## src/hdl/ktx_pkg.sv

```systemverilog
`timescale 1ns / 1ps

package ktx_pkg;

  localparam int MAX_LEVELS = 16;
  localparam int DIM_BITS   = 16;
  localparam int LVL_W      = $clog2(MAX_LEVELS + 1);
  localparam int ROW_W      = DIM_BITS + 2;
  localparam int PROD_W     = ROW_W + DIM_BITS;

  typedef struct packed {
    logic [7:0] in_byte;
    logic       new_file;
  } in_item_t;

  typedef struct packed {
    logic [1:0]  kind;
    logic [7:0]  pixel_byte;
    logic [3:0]  level;
    logic [2:0]  pixel_format;
    logic [15:0] image_width;
    logic [15:0] image_height;
    logic [4:0]  mip_count;
    logic [5:0]  image_depth;
    logic [3:0]  error_code;
    logic        last;
  } out_item_t;

  typedef struct packed {
    logic              start;
    logic [ROW_W-1:0]  a;
    logic [DIM_BITS-1:0] b;
  } mul_req_t;

  typedef enum logic [3:0] {
    PH_IDLE, PH_ID, PH_ENDIAN, PH_HDR, PH_KV, PH_SIZE, PH_SKIP, PH_DATA, PH_PAD
  } phase_t;

  typedef enum logic [2:0] {
    SQ_READY, SQ_EXEC, SQ_MUL, SQ_MULW, SQ_EMIT
  } seq_t;

  localparam logic [1:0] KIND_PIXEL  = 2'd0;
  localparam logic [1:0] KIND_HEADER = 2'd1;
  localparam logic [1:0] KIND_ERROR  = 2'd2;
  localparam logic [1:0] KIND_DONE   = 2'd3;

  localparam logic [3:0] ERR_ID         = 4'd1;
  localparam logic [3:0] ERR_ENDIAN     = 4'd2;
  localparam logic [3:0] ERR_3D         = 4'd3;
  localparam logic [3:0] ERR_ARRAY      = 4'd4;
  localparam logic [3:0] ERR_CUBE       = 4'd5;
  localparam logic [3:0] ERR_ZERO_WIDTH = 4'd6;
  localparam logic [3:0] ERR_COMP_FMT   = 4'd7;
  localparam logic [3:0] ERR_UNCOMP_FMT = 4'd8;
  localparam logic [3:0] ERR_SIZE_SMALL = 4'd9;
  localparam logic [3:0] ERR_TOO_LARGE  = 4'd10;

  localparam logic CFG_GRAY_AS_ALPHA = 1'b0;
  localparam logic CFG_MIP_SKIP      = 1'b1;

  localparam logic [31:0] ENDIAN_NATIVE  = 32'h04030201;
  localparam logic [31:0] ENDIAN_SWAPPED = 32'h01020304;
  localparam logic [31:0] FMT_DXT1       = 32'h83F0;
  localparam logic [31:0] FMT_DXT5       = 32'h83F3;
  localparam logic [31:0] FMT_ALPHA      = 32'h1906;
  localparam logic [31:0] FMT_RGB        = 32'h1907;
  localparam logic [31:0] FMT_RGBA       = 32'h1908;
  localparam logic [31:0] FMT_LUM        = 32'h1909;
  localparam logic [31:0] FMT_LUM_ALPHA  = 32'h190A;

  localparam logic [2:0] PF_RGBA      = 3'd0;
  localparam logic [2:0] PF_LUM       = 3'd1;
  localparam logic [2:0] PF_ALPHA     = 3'd2;
  localparam logic [2:0] PF_LUM_ALPHA = 3'd3;

endpackage

```

## src/hdl/ktx_mul.sv

```systemverilog
`timescale 1ns / 1ps

module ktx_mul (
  input  logic                          clk,
  input  logic                          rst_n,
  input  ktx_pkg::mul_req_t             req,
  output logic                          done,
  output logic [ktx_pkg::PROD_W-1:0]    product
);

  localparam int CW = $clog2(ktx_pkg::DIM_BITS + 1);

  logic                          busy_r, busy_nxt;
  logic                          done_r, done_nxt;
  logic [CW-1:0]                 cnt_r, cnt_nxt;
  logic [ktx_pkg::PROD_W-1:0]    a_r, a_nxt;
  logic [ktx_pkg::PROD_W-1:0]    acc_r, acc_nxt;
  logic [ktx_pkg::DIM_BITS-1:0]  b_r, b_nxt;

  always_ff @(posedge clk) begin
    if (!rst_n) begin
      busy_r <= 1'b0;
      done_r <= 1'b0;
      cnt_r  <= '0;
    end else begin
      busy_r <= busy_nxt;
      done_r <= done_nxt;
      cnt_r  <= cnt_nxt;
    end
    a_r   <= a_nxt;
    b_r   <= b_nxt;
    acc_r <= acc_nxt;
  end

  always_comb begin
    busy_nxt = busy_r;
    done_nxt = 1'b0;
    cnt_nxt  = cnt_r;
    a_nxt    = a_r;
    b_nxt    = b_r;
    acc_nxt  = acc_r;
    if (req.start) begin
      busy_nxt = 1'b1;
      cnt_nxt  = CW'(ktx_pkg::DIM_BITS);
      a_nxt    = ktx_pkg::PROD_W'(req.a);
      b_nxt    = req.b;
      acc_nxt  = '0;
    end else if (busy_r) begin
      if (b_r[0]) begin
        acc_nxt = acc_r + a_r;
      end
      a_nxt   = a_r << 1;
      b_nxt   = b_r >> 1;
      cnt_nxt = cnt_r - 1'b1;
      if (cnt_r == CW'(1)) begin
        busy_nxt = 1'b0;
        done_nxt = 1'b1;
      end
    end
  end

  assign done    = done_r;
  assign product = acc_r;

endmodule

```

## src/hdl/ktx1_texture_stream_parser.sv

```systemverilog
`timescale 1ns / 1ps

// KTX1 stream parser. Bytes enter one transaction at a time, starting at identifier byte 4,
// and the block takes the next byte only after all results of the current one have been
// loaded into the output register. The size word of an uncompressed level is also checked by
// the shift-add multiplier, which compares the image size against row stride times height,
// one height bit per cycle.
// Configuration writes are always accepted and must only be issued while the block is idle.

module ktx1_texture_stream_parser (
  input  logic                clk,
  input  logic                rst_n,
  input  logic                in_valid,
  output logic                in_stall,
  input  ktx_pkg::in_item_t   in_data,
  output logic                out_valid,
  input  logic                out_stall,
  output ktx_pkg::out_item_t  out_data,
  input  logic                cfg_valid,
  output logic                cfg_ready,
  input  logic                cfg_index,
  input  logic [7:0]          cfg_data
);

  localparam int DB = ktx_pkg::DIM_BITS;
  localparam int RW = ktx_pkg::ROW_W;
  localparam int LW = ktx_pkg::LVL_W;

  function automatic ktx_pkg::out_item_t mk(
    input logic [1:0] kind, input logic [7:0] px, input logic [3:0] lvl,
    input logic [2:0] fmt, input logic [15:0] w, input logic [15:0] h,
    input logic [4:0] mips, input logic [5:0] depth, input logic [3:0] err);
    ktx_pkg::out_item_t r;
    r.kind = kind; r.pixel_byte = px; r.level = lvl; r.pixel_format = fmt;
    r.image_width = w; r.image_height = h; r.mip_count = mips;
    r.image_depth = depth; r.error_code = err; r.last = 1'b0;
    return r;
  endfunction

  ktx_pkg::seq_t       seq_r, seq_nxt;
  ktx_pkg::phase_t     phase_r, phase_nxt, ph_c;
  logic [5:0]          bc_r, bc_nxt, bc_c, bc_inc;
  logic [31:0]         ws_r, ws_nxt, w_new, w_val;
  logic                swap_r, swap_nxt;
  logic                tzero_r, tzero_nxt, fzero_r, fzero_nxt, comp_c;
  logic [31:0]         ifmt_r, ifmt_nxt, bfmt_r, bfmt_nxt;
  logic [DB-1:0]       cur_w_r, cur_w_nxt, cur_h_r, cur_h_nxt;
  logic [LW-1:0]       levels_r, levels_nxt;
  logic [31:0]         kv_r, kv_nxt, img_r, img_nxt;
  logic [3:0]          lidx_r, lidx_nxt;
  logic [RW-1:0]       rowpos_r, rowpos_nxt, rb_r, rb_nxt, stride_r, stride_nxt;
  logic [DB-1:0]       rowidx_r, rowidx_nxt, lh_r, lh_nxt;
  logic [1:0]          rgb_r, rgb_nxt, pad_r, pad_nxt;
  logic [3:0]          skip_r, skip_nxt;
  logic                f3d_r, f3d_nxt, farr_r, farr_nxt, fcube_r, fcube_nxt;
  logic                flarge_r, flarge_nxt;
  logic                gray_r;
  logic [3:0]          mipskip_r;
  logic [7:0]          byte_r, byte_nxt;
  logic                newf_r, newf_nxt;
  ktx_pkg::out_item_t  res_r [3];
  ktx_pkg::out_item_t  res_nxt [3];
  logic [1:0]          cnt_r, cnt_nxt, idx_r, idx_nxt, n;
  logic                out_valid_r, out_valid_nxt;
  ktx_pkg::out_item_t  out_data_r, out_data_nxt;
  logic                out_free;
  logic                do_lend, do_hdr;
  logic [3:0]          err_c, hidx;
  logic [DB-1:0]       m_c, mm1, lw_c, lh_c;
  logic [4:0]          e_c, s_c;
  logic [RW-1:0]       rb_c, rp_inc;
  logic [2:0]          fmt_c;
  logic [5:0]          depth_c;
  logic [LW-1:0]       lv_c;
  logic [31:0]         wv_lvl;
  ktx_pkg::mul_req_t   mreq;
  logic                mdone;
  logic [ktx_pkg::PROD_W-1:0] mprod;

  ktx_mul u_mul (
    .clk     (clk),
    .rst_n   (rst_n),
    .req     (mreq),
    .done    (mdone),
    .product (mprod)
  );

  assign in_stall  = (seq_r != ktx_pkg::SQ_READY);
  assign cfg_ready = 1'b1;
  assign out_valid = out_valid_r;
  assign out_data  = out_data_r;
  assign out_free  = !out_valid_r || !out_stall;

  always_ff @(posedge clk) begin
    if (!rst_n) begin
      seq_r       <= ktx_pkg::SQ_READY;
      phase_r     <= ktx_pkg::PH_IDLE;
      bc_r        <= '0;
      ws_r        <= '0;
      swap_r      <= 1'b0;
      tzero_r     <= 1'b0;
      fzero_r     <= 1'b0;
      ifmt_r      <= '0;
      bfmt_r      <= '0;
      cur_w_r     <= '0;
      cur_h_r     <= '0;
      levels_r    <= '0;
      kv_r        <= '0;
      img_r       <= '0;
      lidx_r      <= '0;
      rowpos_r    <= '0;
      rowidx_r    <= '0;
      rgb_r       <= '0;
      pad_r       <= '0;
      skip_r      <= '0;
      f3d_r       <= 1'b0;
      farr_r      <= 1'b0;
      fcube_r     <= 1'b0;
      flarge_r    <= 1'b0;
      gray_r      <= 1'b0;
      mipskip_r   <= '0;
      cnt_r       <= '0;
      idx_r       <= '0;
      out_valid_r <= 1'b0;
    end else begin
      seq_r       <= seq_nxt;
      phase_r     <= phase_nxt;
      bc_r        <= bc_nxt;
      ws_r        <= ws_nxt;
      swap_r      <= swap_nxt;
      tzero_r     <= tzero_nxt;
      fzero_r     <= fzero_nxt;
      ifmt_r      <= ifmt_nxt;
      bfmt_r      <= bfmt_nxt;
      cur_w_r     <= cur_w_nxt;
      cur_h_r     <= cur_h_nxt;
      levels_r    <= levels_nxt;
      kv_r        <= kv_nxt;
      img_r       <= img_nxt;
      lidx_r      <= lidx_nxt;
      rowpos_r    <= rowpos_nxt;
      rowidx_r    <= rowidx_nxt;
      rgb_r       <= rgb_nxt;
      pad_r       <= pad_nxt;
      skip_r      <= skip_nxt;
      f3d_r       <= f3d_nxt;
      farr_r      <= farr_nxt;
      fcube_r     <= fcube_nxt;
      flarge_r    <= flarge_nxt;
      cnt_r       <= cnt_nxt;
      idx_r       <= idx_nxt;
      out_valid_r <= out_valid_nxt;
      if (cfg_valid && cfg_ready) begin
        case (cfg_index)
          ktx_pkg::CFG_GRAY_AS_ALPHA: gray_r <= cfg_data[0];
          ktx_pkg::CFG_MIP_SKIP:      mipskip_r <= cfg_data[3:0];
          default: ;
        endcase
      end
    end
    rb_r       <= rb_nxt;
    stride_r   <= stride_nxt;
    lh_r       <= lh_nxt;
    byte_r     <= byte_nxt;
    newf_r     <= newf_nxt;
    res_r      <= res_nxt;
    out_data_r <= out_data_nxt;
  end

  always_comb begin
    seq_nxt = seq_r; phase_nxt = phase_r; bc_nxt = bc_r; ws_nxt = ws_r;
    swap_nxt = swap_r; tzero_nxt = tzero_r; fzero_nxt = fzero_r;
    ifmt_nxt = ifmt_r; bfmt_nxt = bfmt_r; cur_w_nxt = cur_w_r; cur_h_nxt = cur_h_r;
    levels_nxt = levels_r; kv_nxt = kv_r; img_nxt = img_r; lidx_nxt = lidx_r;
    rowpos_nxt = rowpos_r; rowidx_nxt = rowidx_r; rgb_nxt = rgb_r; pad_nxt = pad_r;
    skip_nxt = skip_r; f3d_nxt = f3d_r; farr_nxt = farr_r; fcube_nxt = fcube_r;
    flarge_nxt = flarge_r; rb_nxt = rb_r; stride_nxt = stride_r; lh_nxt = lh_r;
    byte_nxt = byte_r; newf_nxt = newf_r; res_nxt = res_r; cnt_nxt = cnt_r;
    idx_nxt = idx_r; out_data_nxt = out_data_r;
    out_valid_nxt = out_valid_r && out_stall;
    mreq.start = 1'b0; mreq.a = stride_r; mreq.b = lh_r;
    n = 2'd0; do_lend = 1'b0; do_hdr = 1'b0; err_c = '0;
    ph_c = phase_r; bc_c = bc_r; bc_inc = '0; w_new = '0; w_val = '0; hidx = '0;
    m_c = '0; mm1 = '0; e_c = '0; s_c = '0; lw_c = '0; lh_c = '0; rb_c = '0;
    rp_inc = '0; fmt_c = '0; depth_c = '0; lv_c = '0; wv_lvl = '0;
    comp_c = tzero_r && fzero_r;

    case (seq_r)
      ktx_pkg::SQ_READY: begin
        if (in_valid) begin
          byte_nxt = in_data.in_byte;
          newf_nxt = in_data.new_file;
          seq_nxt  = ktx_pkg::SQ_EXEC;
        end
      end
      ktx_pkg::SQ_EXEC: begin
        seq_nxt = ktx_pkg::SQ_READY;
        if (newf_r) begin
          ph_c = ktx_pkg::PH_ID; phase_nxt = ktx_pkg::PH_ID; bc_c = '0; bc_nxt = '0;
          ws_nxt = '0; f3d_nxt = 1'b0; farr_nxt = 1'b0; fcube_nxt = 1'b0;
          flarge_nxt = 1'b0; swap_nxt = 1'b0; skip_nxt = '0; lidx_nxt = '0;
        end
        bc_inc = bc_c + 6'd1;
        w_new  = {byte_r, (newf_r ? 24'd0 : ws_r[31:8])};
        w_val  = swap_nxt ? {w_new[7:0], w_new[15:8], w_new[23:16], w_new[31:24]} : w_new;
        case (ph_c)
          ktx_pkg::PH_ID: begin
            case (bc_c[2:0])
              3'd0: err_c = (byte_r != 8'h20) ? ktx_pkg::ERR_ID : 4'd0;
              3'd1: err_c = (byte_r != 8'h31) ? ktx_pkg::ERR_ID : 4'd0;
              3'd2: err_c = (byte_r != 8'h31) ? ktx_pkg::ERR_ID : 4'd0;
              3'd3: err_c = (byte_r != 8'hBB) ? ktx_pkg::ERR_ID : 4'd0;
              3'd4: err_c = (byte_r != 8'h0D) ? ktx_pkg::ERR_ID : 4'd0;
              3'd5: err_c = (byte_r != 8'h0A) ? ktx_pkg::ERR_ID : 4'd0;
              3'd6: err_c = (byte_r != 8'h1A) ? ktx_pkg::ERR_ID : 4'd0;
              default: err_c = (byte_r != 8'h0A) ? ktx_pkg::ERR_ID : 4'd0;
            endcase
            bc_nxt = bc_inc;
            if (err_c == 4'd0 && bc_inc >= 6'd8) begin
              phase_nxt = ktx_pkg::PH_ENDIAN; bc_nxt = '0; ws_nxt = '0;
            end
          end
          ktx_pkg::PH_ENDIAN, ktx_pkg::PH_HDR, ktx_pkg::PH_SIZE: begin
            ws_nxt = w_new;
            bc_nxt = bc_inc;
            if (bc_inc[1:0] == 2'd0) begin
              if (ph_c == ktx_pkg::PH_ENDIAN) begin
                if (w_new == ktx_pkg::ENDIAN_NATIVE) swap_nxt = 1'b0;
                else if (w_new == ktx_pkg::ENDIAN_SWAPPED) swap_nxt = 1'b1;
                else err_c = ktx_pkg::ERR_ENDIAN;
                phase_nxt = ktx_pkg::PH_HDR; bc_nxt = '0; ws_nxt = '0;
              end else if (ph_c == ktx_pkg::PH_HDR) begin
                hidx = bc_inc[5:2] - 4'd1;
                case (hidx)
                  4'd0: tzero_nxt = (w_val == 32'd0);
                  4'd2: fzero_nxt = (w_val == 32'd0);
                  4'd3: ifmt_nxt = w_val;
                  4'd4: bfmt_nxt = w_val;
                  4'd5: begin
                    if ((w_val >> DB) != 32'd0) flarge_nxt = 1'b1;
                    cur_w_nxt = w_val[DB-1:0];
                  end
                  4'd6: begin
                    if ((w_val >> DB) != 32'd0) flarge_nxt = 1'b1;
                    cur_h_nxt = (w_val == 32'd0) ? DB'(1) : w_val[DB-1:0];
                  end
                  4'd7: if (w_val > 32'd1) f3d_nxt = 1'b1;
                  4'd8: if (w_val > 32'd1) farr_nxt = 1'b1;
                  4'd9: if (w_val > 32'd1) fcube_nxt = 1'b1;
                  4'd10: begin
                    if (w_val == 32'd0) levels_nxt = LW'(1);
                    else if (w_val > 32'(ktx_pkg::MAX_LEVELS))
                      levels_nxt = LW'(ktx_pkg::MAX_LEVELS);
                    else levels_nxt = w_val[LW-1:0];
                  end
                  4'd11: begin
                    if (f3d_r) err_c = ktx_pkg::ERR_3D;
                    else if (farr_r) err_c = ktx_pkg::ERR_ARRAY;
                    else if (fcube_r) err_c = ktx_pkg::ERR_CUBE;
                    else if (!flarge_r && cur_w_r == '0) err_c = ktx_pkg::ERR_ZERO_WIDTH;
                    else if (flarge_r) err_c = ktx_pkg::ERR_TOO_LARGE;
                    else if (comp_c) begin
                      if (ifmt_r < ktx_pkg::FMT_DXT1 || ifmt_r > ktx_pkg::FMT_DXT5)
                        err_c = ktx_pkg::ERR_COMP_FMT;
                    end else if (bfmt_r < ktx_pkg::FMT_ALPHA ||
                                 bfmt_r > ktx_pkg::FMT_LUM_ALPHA)
                      err_c = ktx_pkg::ERR_UNCOMP_FMT;
                    if (err_c == 4'd0) begin
                      skip_nxt = '0;
                      lidx_nxt = '0;
                      m_c = (cur_w_r < cur_h_r) ? cur_w_r : cur_h_r;
                      mm1 = m_c - DB'(1);
                      for (int i = 0; i < DB; i++) begin
                        if (mm1[i]) e_c = 5'(i + 1);
                      end
                      if (m_c <= DB'(1)) e_c = '0;
                      if (comp_c && levels_r > LW'(1) && mipskip_r != 4'd0 && e_c > 5'd2) begin
                        s_c = {1'b0, mipskip_r};
                        if (s_c > e_c - 5'd2) s_c = e_c - 5'd2;
                        if (s_c > 5'(levels_r) - 5'd1) s_c = 5'(levels_r) - 5'd1;
                        cur_w_nxt = cur_w_r >> s_c;
                        if (cur_w_nxt == '0) cur_w_nxt = DB'(1);
                        cur_h_nxt = cur_h_r >> s_c;
                        if (cur_h_nxt == '0) cur_h_nxt = DB'(1);
                        levels_nxt = levels_r - LW'(s_c);
                        skip_nxt = s_c[3:0];
                      end
                      kv_nxt = w_val;
                      if (w_val == 32'd0) do_hdr = 1'b1;
                      else phase_nxt = ktx_pkg::PH_KV;
                    end
                  end
                  default: ;
                endcase
              end else begin
                wv_lvl = w_val;
                img_nxt = wv_lvl;
                pad_nxt = 2'(32'd0 - wv_lvl);
                rowpos_nxt = '0; rowidx_nxt = '0; rgb_nxt = '0;
                lw_c = cur_w_r >> lidx_r;
                if (lw_c == '0) lw_c = DB'(1);
                lh_c = cur_h_r >> lidx_r;
                if (lh_c == '0) lh_c = DB'(1);
                case (bfmt_r)
                  ktx_pkg::FMT_RGBA:      rb_c = {lw_c, 2'b00};
                  ktx_pkg::FMT_RGB:       rb_c = {lw_c, 2'b00} - RW'(lw_c);
                  ktx_pkg::FMT_LUM_ALPHA: rb_c = {1'b0, lw_c, 1'b0};
                  default:                rb_c = RW'(lw_c);
                endcase
                rb_nxt = rb_c;
                stride_nxt = (rb_c + RW'(3)) & ~RW'(3);
                lh_nxt = lh_c;
                if (skip_r != 4'd0) begin
                  phase_nxt = ktx_pkg::PH_SKIP;
                  if (wv_lvl == 32'd0) do_lend = 1'b1;
                end else if (comp_c) begin
                  phase_nxt = ktx_pkg::PH_DATA;
                  if (wv_lvl == 32'd0) do_lend = 1'b1;
                end else begin
                  seq_nxt = ktx_pkg::SQ_MUL;
                end
              end
            end
          end
          ktx_pkg::PH_KV: begin
            kv_nxt = kv_r - 32'd1;
            if (kv_nxt == 32'd0) do_hdr = 1'b1;
          end
          ktx_pkg::PH_SKIP, ktx_pkg::PH_DATA: begin
            if (ph_c == ktx_pkg::PH_DATA) begin
              if (comp_c) begin
                res_nxt[n] = mk(ktx_pkg::KIND_PIXEL, byte_r, lidx_r, '0, '0, '0, '0, '0, '0);
                n = n + 2'd1;
              end else begin
                if (rowidx_r < lh_r && rowpos_r < rb_r) begin
                  res_nxt[n] = mk(ktx_pkg::KIND_PIXEL, byte_r, lidx_r, '0, '0, '0, '0, '0,
                                  '0);
                  n = n + 2'd1;
                  if (bfmt_r == ktx_pkg::FMT_RGB) begin
                    if (rgb_r >= 2'd2) begin
                      res_nxt[n] = mk(ktx_pkg::KIND_PIXEL, 8'hFF, lidx_r, '0, '0, '0, '0,
                                      '0, '0);
                      n = n + 2'd1;
                      rgb_nxt = '0;
                    end else begin
                      rgb_nxt = rgb_r + 2'd1;
                    end
                  end
                end
                rp_inc = rowpos_r + RW'(1);
                rowpos_nxt = rp_inc;
                if (rp_inc >= stride_r) begin
                  rowpos_nxt = '0; rgb_nxt = '0;
                  if (rowidx_r < lh_r) rowidx_nxt = rowidx_r + DB'(1);
                end
              end
            end
            img_nxt = img_r - 32'd1;
            if (img_nxt == 32'd0) begin
              if (pad_r != 2'd0) phase_nxt = ktx_pkg::PH_PAD;
              else do_lend = 1'b1;
            end
          end
          ktx_pkg::PH_PAD: begin
            pad_nxt = pad_r - 2'd1;
            if (pad_nxt == 2'd0) do_lend = 1'b1;
          end
          default: ;
        endcase

        if (err_c != 4'd0) begin
          res_nxt[n] = mk(ktx_pkg::KIND_ERROR, '0, '0, '0, '0, '0, '0, '0, err_c);
          n = n + 2'd1;
          phase_nxt = ktx_pkg::PH_IDLE;
        end

        if (do_hdr) begin
          if (comp_c) begin
            fmt_c = {1'b1, ifmt_r[1:0]};
            depth_c = (ifmt_r == ktx_pkg::FMT_DXT1) ? 6'd24 : 6'd32;
          end else begin
            case (bfmt_r)
              ktx_pkg::FMT_RGBA:  begin fmt_c = ktx_pkg::PF_RGBA; depth_c = 6'd32; end
              ktx_pkg::FMT_RGB:   begin fmt_c = ktx_pkg::PF_RGBA; depth_c = 6'd24; end
              ktx_pkg::FMT_LUM: begin
                fmt_c = gray_r ? ktx_pkg::PF_ALPHA : ktx_pkg::PF_LUM; depth_c = 6'd8;
              end
              ktx_pkg::FMT_ALPHA: begin fmt_c = ktx_pkg::PF_ALPHA; depth_c = 6'd8; end
              default: begin fmt_c = ktx_pkg::PF_LUM_ALPHA; depth_c = 6'd16; end
            endcase
          end
          res_nxt[n] = mk(ktx_pkg::KIND_HEADER, '0, '0, fmt_c, 16'(cur_w_nxt),
                          16'(cur_h_nxt), 5'(levels_nxt), depth_c, '0);
          n = n + 2'd1;
          phase_nxt = ktx_pkg::PH_SIZE; bc_nxt = '0; ws_nxt = '0;
        end

        if (do_lend) begin
          if (skip_r != 4'd0) begin
            skip_nxt = skip_r - 4'd1;
            phase_nxt = ktx_pkg::PH_SIZE; bc_nxt = '0; ws_nxt = '0;
          end else begin
            lidx_nxt = lidx_r + 4'd1;
            lv_c = levels_r;
            if (lv_c != '0) lv_c = lv_c - LW'(1);
            levels_nxt = lv_c;
            if (lv_c == '0) begin
              res_nxt[n] = mk(ktx_pkg::KIND_DONE, '0, '0, '0, '0, '0, '0, '0, '0);
              n = n + 2'd1;
              phase_nxt = ktx_pkg::PH_IDLE;
            end else begin
              phase_nxt = ktx_pkg::PH_SIZE; bc_nxt = '0; ws_nxt = '0;
            end
          end
        end

        cnt_nxt = n;
        idx_nxt = '0;
        if (n != 2'd0 && seq_nxt == ktx_pkg::SQ_READY) seq_nxt = ktx_pkg::SQ_EMIT;
      end
      ktx_pkg::SQ_MUL: begin
        mreq.start = 1'b1;
        seq_nxt = ktx_pkg::SQ_MULW;
      end
      ktx_pkg::SQ_MULW: begin
        if (mdone) begin
          idx_nxt = '0;
          cnt_nxt = 2'd1;
          seq_nxt = ktx_pkg::SQ_EMIT;
          if (ktx_pkg::PROD_W'(img_r) < mprod) begin
            res_nxt[0] = mk(ktx_pkg::KIND_ERROR, '0, '0, '0, '0, '0, '0, '0,
                            ktx_pkg::ERR_SIZE_SMALL);
            phase_nxt = ktx_pkg::PH_IDLE;
          end else begin
            phase_nxt = ktx_pkg::PH_DATA;
            cnt_nxt = 2'd0;
            seq_nxt = ktx_pkg::SQ_READY;
          end
        end
      end
      ktx_pkg::SQ_EMIT: begin
        if (out_free) begin
          out_data_nxt = res_r[idx_r];
          out_data_nxt.last = (idx_r == cnt_r - 2'd1);
          out_valid_nxt = 1'b1;
          idx_nxt = idx_r + 2'd1;
          if (idx_r == cnt_r - 2'd1) seq_nxt = ktx_pkg::SQ_READY;
        end
      end
      default: seq_nxt = ktx_pkg::SQ_READY;
    endcase
  end

  a_mul_owner: assert property (@(posedge clk) disable iff (!rst_n)
    mdone |-> seq_r == ktx_pkg::SQ_MULW)
    else $error("multiplier finished outside its wait state");

  a_emit_idx: assert property (@(posedge clk) disable iff (!rst_n)
    seq_r == ktx_pkg::SQ_EMIT |-> (cnt_r != 2'd0 && idx_r < cnt_r))
    else $error("result index out of range");

  a_busy_after_accept: assert property (@(posedge clk) disable iff (!rst_n)
    (in_valid && !in_stall) |=> in_stall)
    else $error("byte accepted while previous one still in work");

endmodule

```

## config.mk

```make
export PLATFORM = sky130hd
export DESIGN_NAME = ktx1_texture_stream_parser
export DESIGN_NICKNAME = d
export VERILOG_FILES = /design/src/hdl/ktx_pkg.sv /design/src/hdl/ktx_mul.sv /design/src/hdl/ktx1_texture_stream_parser.sv
export SDC_FILE = /design/constraint.sdc
export NUM_CORES = 2
export LEC_CHECK = 0
export ABC_AREA = 1
export ABC_CLOCK_PERIOD_IN_PS = 14800
export BUFFER_PORTS_ARGS = -buffer_cell sky130_fd_sc_hd__buf_2
export CAP_MARGIN = 30
export CORE_ASPECT_RATIO = 0.9
export CORE_MARGIN = 2
export CORE_UTILIZATION = 34
export DETAILED_ROUTE_END_ITERATION = 12
export PLACE_DENSITY = 0.55
export SETUP_SLACK_MARGIN = 0.15
export SLEW_MARGIN = 15
export SYNTH_ARGS = -nofsm -noshare
export SYNTH_HDL_FRONTEND = slang
export SYNTH_HIERARCHICAL = 1
export SYNTH_SLANG_ARGS = --single-unit
```

## constraint.sdc

```tcl
create_clock -name clk -period 14.8 [get_ports clk]
set_input_delay 0 -clock clk [delete_from_list [all_inputs] [get_ports clk]]
set_output_delay 0 -clock clk [all_outputs]
set_load 0.01 [all_outputs]
```

Word level (Yosys, flattened, before mapping)
Cells that the tools add are included.

storage, ports and cells
  bits in read-only memories = 0
  output and inout bits = 68
  memories kept = 0
  RAM bits = 0
  register bits = 682
  word-level logic and storage cells = 648
  bits in latches = 0
  input bits = 23

operators by class
  order comparisons = 25
  shifts and indexed selects = 4
  $add $sub $neg = 24
  bitwise gates (word level) = 12
  muxes and demuxes = 363
  multipliers = 0
  equality and inequality tests = 60
  divide/modulo/power cells = 0
  reductions and logical operators = 77

operator list
  operator                                               number
  two-way mux 195 bit                                    7
  two-way mux 65 bit                                     11
  two-way mux 32 bit                                     17
  two-way mux 16 bit                                     33
  two-way mux 130 bit                                    4
  bitwise mux 195 bit                                    2
  demux 65 bit (select 2 bit)                            3
  two-way mux 5 bit                                      58
  two-way mux 18 bit                                     13
  two-way mux 4 bit                                      56
  case mux 32 bit (2 select lines)                       3
  bitwise AND 189 bit                                    1
  NOT 189 bit                                            1
  equality test 32 x 13 -> 1 bit, second input constant  5
  binary-select mux 65 bit (select 2 bit)                1
  case mux 65 bit (2 select lines)                       1
  logical NOT 32 bit                                     3
  case mux 16 bit (2 select lines)                       3
  logical NOT 16 bit                                     5
  two-way mux 2 bit                                      39
  two-way mux 6 bit                                      13
  two-way mux 1 bit                                      67
  subtractor 32 x 1 -> 32 bit, second input constant     2
  case mux 18 bit (3 select lines)                       1
  93 further kinds                                       216

Depth between registers and ports, before layout
  depth in word-level cells = 67
  gate-level depth with buffers = 66
  depth with buffers taken out = 64

Cells and area by module
Netlist, hierarchy kept.

modules (own cells, without submodules)
  module                      sequential area each (µm²)  cells each  area each (µm²)  instances
  ktx1_texture_stream_parser  14,794.2                    5,132       37,588.6         1
  ktx_mul                     2,162.1                     877         5,878.1          1

Worst setup path before layout
No wires, ideal clock.

  path kind = register -> register
  start = register cur_h_r[15]
  end = register res_r[145] (netlist name), data pin
  stages on the path, launching flop included = 50
  arrival = 7.153 ns
  data required time = 14.534 ns
  buffers on the path = 3
  slack = 7.381 ns
  setup time = 0.266 ns
  period minus slack after synthesis = 7.419 ns
  cell sequence = dfxtp_1 inv_1 ha_1 a21oi_1 o21ai_1 nor2_4 buf_2 nand3_1 nand2_2 ha_1 nand3_2 nor2_2 buf_4 nand3_1 nand2_1 nand2_1 nor2_1 nand3_1 (+14 left out) o311ai_0 nand2_1 inv_1 nand2_1 nand2_2 buf_4 ha_1 inv_1 fa_1 a31oi_1 xor2_1 inv_1 nand2_1 nand2_1 nand3_1 o221ai_1 a22oi_1 nor2_1

between the ends
  word-level cells in the longest chain between the ends = 65
  elaborated cells between the ends (all ways) = 68
  those cells by class = 3 x add/sub; 5 x order compare; 58 x mux; 1 x bitwise; 1 x reduce/logical

ends and longest elaborated chain
  what                                line                               RTL
  from (decl)                         ktx1_texture_stream_parser.sv:47   logic [DB-1:0] cur_w_r, cur_w_nxt, cur_h_r, cur_h_nxt;
  from (signal assigned)              ktx1_texture_stream_parser.sv:136  cur_h_r <= cur_h_nxt;
  < comparator 16 bit                 ktx1_texture_stream_parser.sv:271  m_c = (cur_w_r < cur_h_r) ? cur_w_r : cur_h_r;
  two-way mux 16 bit *                ktx1_texture_stream_parser.sv:271
  subtractor 16 x 1 -> 16 bit         ktx1_texture_stream_parser.sv:272  mm1 = m_c - DB'(1);
  two-way mux 1 bit                   ktx1_texture_stream_parser.sv:274  if (mm1[i]) e_c = 5'(i + 1);
  two-way mux 5 bit (15 in a row)     ktx1_texture_stream_parser.sv:274
  two-way mux 5 bit *                 ktx1_texture_stream_parser.sv:276  if (m_c <= DB'(1)) e_c = '0;
  two-way mux 5 bit *                 ktx1_texture_stream_parser.sv:268  if (err_c == 4'd0) begin
  two-way mux 5 bit *                 ktx1_texture_stream_parser.sv:234  case (hidx)
  (+35 left out)                      --
  bitwise mux 195 bit *               ktx1_texture_stream_parser.sv:392  res_nxt[n] = mk(ktx_pkg::KIND_HEADER, '0, '0, fmt_c, 16'(cur_w_nxt),
  two-way mux 195 bit *               ktx1_texture_stream_parser.sv:377  if (do_hdr) begin
  two-way mux 195 bit *               ktx1_texture_stream_parser.sv:188  case (seq_r)
  bitwise AND 189 bit (no line)       --
  two-way mux 195 bit                 ktx1_texture_stream_parser.sv:407  if (lv_c == '0) begin
  two-way mux 195 bit                 ktx1_texture_stream_parser.sv:399  if (skip_r != 4'd0) begin
  two-way mux 195 bit *               ktx1_texture_stream_parser.sv:398  if (do_lend) begin
  case mux 65 bit (2 select lines) *  ktx1_texture_stream_parser.sv:188
  to (signal assigned)                ktx1_texture_stream_parser.sv:166  res_r <= res_nxt;
  to (decl)                           ktx1_texture_stream_parser.sv:61   ktx_pkg::out_item_t res_r [3];

Mark *: on every way between the ends. The rest lies on a longest branch, timed or not. The select of a mux whose other input is x is not followed.
A chain may end at the register's enable or synchronous reset.

Worst setup path in the final report
  start = register cur_h_r[15]
  end = register res_r[80] (netlist name), data pin

between the ends
  word-level cells in the longest chain between the ends = 64
  elaborated cells between the ends (all ways) = 67
  those cells by class = 3 x add/sub; 5 x order compare; 57 x mux; 1 x bitwise; 1 x reduce/logical

ends and longest elaborated chain
  what                             line
  < comparator 16 bit              ktx1_texture_stream_parser.sv:271
  two-way mux 16 bit *             ktx1_texture_stream_parser.sv:271
  subtractor 16 x 1 -> 16 bit      ktx1_texture_stream_parser.sv:272
  two-way mux 1 bit                ktx1_texture_stream_parser.sv:274
  two-way mux 5 bit (15 in a row)  ktx1_texture_stream_parser.sv:274
  two-way mux 5 bit *              ktx1_texture_stream_parser.sv:276
  two-way mux 5 bit *              ktx1_texture_stream_parser.sv:268
  two-way mux 5 bit *              ktx1_texture_stream_parser.sv:234
  (+34 left out)                   --
  two-way mux 5 bit *              ktx1_texture_stream_parser.sv:188
  bitwise mux 195 bit *            ktx1_texture_stream_parser.sv:392
  two-way mux 195 bit *            ktx1_texture_stream_parser.sv:377
  two-way mux 195 bit *            ktx1_texture_stream_parser.sv:188
  bitwise AND 189 bit (no line)    --
  two-way mux 195 bit              ktx1_texture_stream_parser.sv:407
  two-way mux 195 bit              ktx1_texture_stream_parser.sv:399
  two-way mux 195 bit *            ktx1_texture_stream_parser.sv:398

Marked as above.

==> summary.md <==
| Metric | Value |
|---|---|
| Seq cells post-synth | `672` |
| CTS Buf Count | `81` |
| Initial DRC count | `4568` |
| Global-route usage over all layers | `22.2%` |
| Clock sinks | `672` |
| Critical Path Start Type | `register` |
| Worst R2R Setup Slack | `5.02 ns` |
| Via-to-Cell Ratio | `5.31` |
| Skew final | `0.0354 ns` |
| DPL Wire Length | `107000 um` |
| Post-synthesis adder-cell area fraction | `5.59%` |
| Worst skew pair latency | `0.69 ns` |
| Critical Path End Type | `register` |
| Via count | `41400` |
| Overflow left after global routing | `0` |
| Final setup viols | `0` |
| Clock slew at reported path FFs | `0.06 ns` |
| Largest family of logic cells by synthesized area | `simple AND/OR/NAND/NOR gates` |
| Area leader, netlist | `edfxtp_1` |
| Row count | `124` |
| Initial antenna violation count | `2` |
| Syn Area/Cell | `7.23 um^2` |
| Detailed-route DRC error count | `0` |
| Crit-path max cell delay | `0.49 ns` |
| Setup TNS | `0 ns` |
| Top FF cell, synth | `edfxtp_1` |
| First-pass GRT wire length | `229000 um` |
| Max-slew headroom | `27.2%` |
| CTS Root Cell | `clkbuf_16` |
| Post-synth ARST share | `0%` |
| Drt first pass iters | `6` |
| Final Max Slew Viols | `0` |
| Area share of the largest cell type after synthesis | `24.2%` |
| Outcome | `complete, no violations` |
| Hold Vio Cnt, Final | `0` |
| Worst ir drop on vdd | `0.133 mV` |
| Crit path depth | `50` |
| Vias in the first global route | `37700` |
| # port buffers | `85` |
| Final Util | `38.4%` |
| Starting density of the core | `34.2%` |
| Mapped Cells | `6009` |
| CP bufs+invs | `6` |
| Max-Cap Viols | `0` |
| Hold endpoint | `byte_r[1]$_DFFE_PP_` |
| Share of cells above drive strength 1 | `7.61%` |
| Worst Path Required | `15.21 ns` |
| Ys Warns | `6` |
| WHS Path Cells | `2` |
| Top cells by area, synth | `edfxtp_1 24%, dfxtp_1 15%, nand2_1 10%` |
| Mapped Area | `43500 um^2` |
| RSZ-0062 raised after global routing | `false` |
| IO Count | `91` |
| Max frequency | `102 MHz` |
| P&R area growth vs syn | `12.0%` |
| Die W | `381 um` |
| Final cycle utilization of the critical path | `66.0%` |
| Drt wl/cell | `19.2 um` |
| Worst slew pin tran | `1.08 ns` |
| Pwr/cell area | `141 nW/um^2` |
| Simple-gate share of the synthesized area | `24.4%` |
| Die area | `131000 um^2` |
| Hold_sp | `in_data[2]` |
| Post-synthesis mux area share | `0.138%` |
| Post-synth EDFFs | `350` |
| Largest net degree at the start of global routing | `83` |
| Worst r2r path cells | `50` |
| Min Tclk post-route | `9.78 ns` |
| GPL Wtd Cong | `0.981` |
| Reg-to-Reg Start | `cur_h_r[15]$_SDFFE_PN0P_` |
| Cell mode on critical path | `nand2_1` |
| Critical Path AT | `10.19 ns` |
| Netlist cell types | `64` |
| Die height | `343 um` |
| Post-CTS Setup Bufs | `0` |
| FF-to-FF End | `res_r[80]$_DFFE_PP_` |
| Sequential area share after synthesis | `39.0%` |
| Hold WC Path Type | `primary input to register` |
| Setup CP Type | `register to register` |
| Number of routed nets with antenna violations | `0` |
| Xor and xnor fraction of the mapped netlist area | `2.06%` |
| Fin nets | `6245` |
| CTS tree | `yes` |
| Largest delay share family, worst path | `simple AND/OR/NAND/NOR gates` |
| CTS H-Tree Depth | `3` |
| CORE AREA | `127000 um^2` |
| Slowest cell on the critical path | `dfxtp_1` |
| Final WL | `150000 um` |
| CTS max path bufs | `3` |
| Most frequent cells in the layout | `1206 x nand2_1, 799 x inv_1, 615 x nor2_1, 519 x o21ai_0, 456 x a21oi_1` |
| Crit-path max FO | `22` |
| Pleak | `0.0214 uW` |
| Commonest non-fill, non-tap cell in the layout | `nand2_1` |
| Compound-Gate Fraction of Synth Area | `19.0%` |
how the worst max path moves through the flow:
stage,from,to
6_report,cur_h_r[15]$_SDFFE_PN0P_,res_r[80]$_DFFE_PP_
3_3_place_gp,cur_h_r[15]$_SDFFE_PN0P_,res_r[80]$_DFFE_PP_
5_1_grt,cur_h_r[15]$_SDFFE_PN0P_,res_r[80]$_DFFE_PP_
2_1_floorplan,cur_h_r[15]$_SDFFE_PN0P_,res_r[145]$_SDFFCE_PP0P_
4_1_cts,cur_h_r[15]$_SDFFE_PN0P_,res_r[80]$_DFFE_PP_
3_5_place_dp,cur_h_r[15]$_SDFFE_PN0P_,res_r[80]$_DFFE_PP_
worst reg2reg max path: cells and delay by family (launching register included):
family	cells	cell delay, ns
compound gates	5	1.63
simple gates	30	4.02
flops	1	0.49
xor+xnor	2	0.37
fa+ha+maj	7	2.18
buf+inv	6	0.83
power breakdown:
part           internal (uW)  leakage [uW]  switching [uW]  total, uW
logic                    797        0.0143            1920       2720
clock network           1180       0.00131             864       2040
registers               2060       0.00583            54.0       2120
sequential cells by signal, indices dropped and copies added (netlist names), 5 cells and up:
name	flops
u_mul/product	34
u_mul/a_r	34
stride_r	16
bc_r	6
out_data	65
bfmt_r	32
ifmt_r	32
cur_h_r	16
lh_r	16
rowpos_r	18
cur_w_r	16
levels_r	5
rowidx_r	16
u_mul/cnt_r	5
kv_r	32
img_r	32
byte_r	8
res_r	192
rb_r	18
u_mul/b_r	16
ws_r	24
layout make-up:
type / count / area (um^2)
Clock buffer: 103 / 2190
Antenna cell: 1 / 2.50
Timing Repair Buffer: 194 / 1450
Clock inverter: 45 / 477
Fill cell: 13500 / 78200
Sequential cell: 672 / 17000
Inverter: 842 / 3160
Tap cell: 1701 / 2130
Multi-Input combinational cell: 4238 / 22300
per-stage QoR:
step,power [uW],hold slack (ns),cells,instance area [um^2],setup slack [ns]
finish,6880,0.0443,7796,48700,5.02
global route,7290,0.0277,7795,48700,4.26
CTS,6840,0.0125,7787,48500,5.15
detailed placement,4780,0.178,7613,45600,5.19
global placement,4770,0.181,7604,45500,5.29
floorplan,4140,0.0989,6011,43500,7.38
synth_stat cells, drive strengths merged (98+ instances only):
| cell type | number |
|---|---|
| a21oi | 462 |
| clkbuf | 182 |
| dfxtp | 322 |
| edfxtp | 350 |
| ha | 191 |
| inv | 833 |
| nand2 | 1252 |
| nand3 | 320 |
| nor2 | 653 |
| nor3 | 98 |
| o21ai | 577 |
| o22ai | 111 |
kinds of logic after synthesis:
kind of cell / after synthesis
buffers and inverters: 1101
AO/OA/AOI/OAI: 1450
AND/OR/NAND/NOR: 2483
adder cells (fa/ha/maj): 193
other: 2
multiplexers: 6
flip-flops: 672
XOR/XNOR: 102
routing by layer:
layer | track usage (%) | vias up | part of all wire (%)
met2 | 33.8 | 1389 | 43
met1 | 32.3 | 19500 | 47
met3 | 3.74 | 215 | 7.4
met4 | 6.13 | 2 | 2.8
met5 | 0 | - | 0.0074
li1 | - | 20300 | -
what timing repair did:
action | in CTS | in global routing
endpoints found under the hold margin | 60 | 0
gates resized for setup | 0 | 0
hold buffers | 26 | 0
Power figures use the tool's default switching activity.
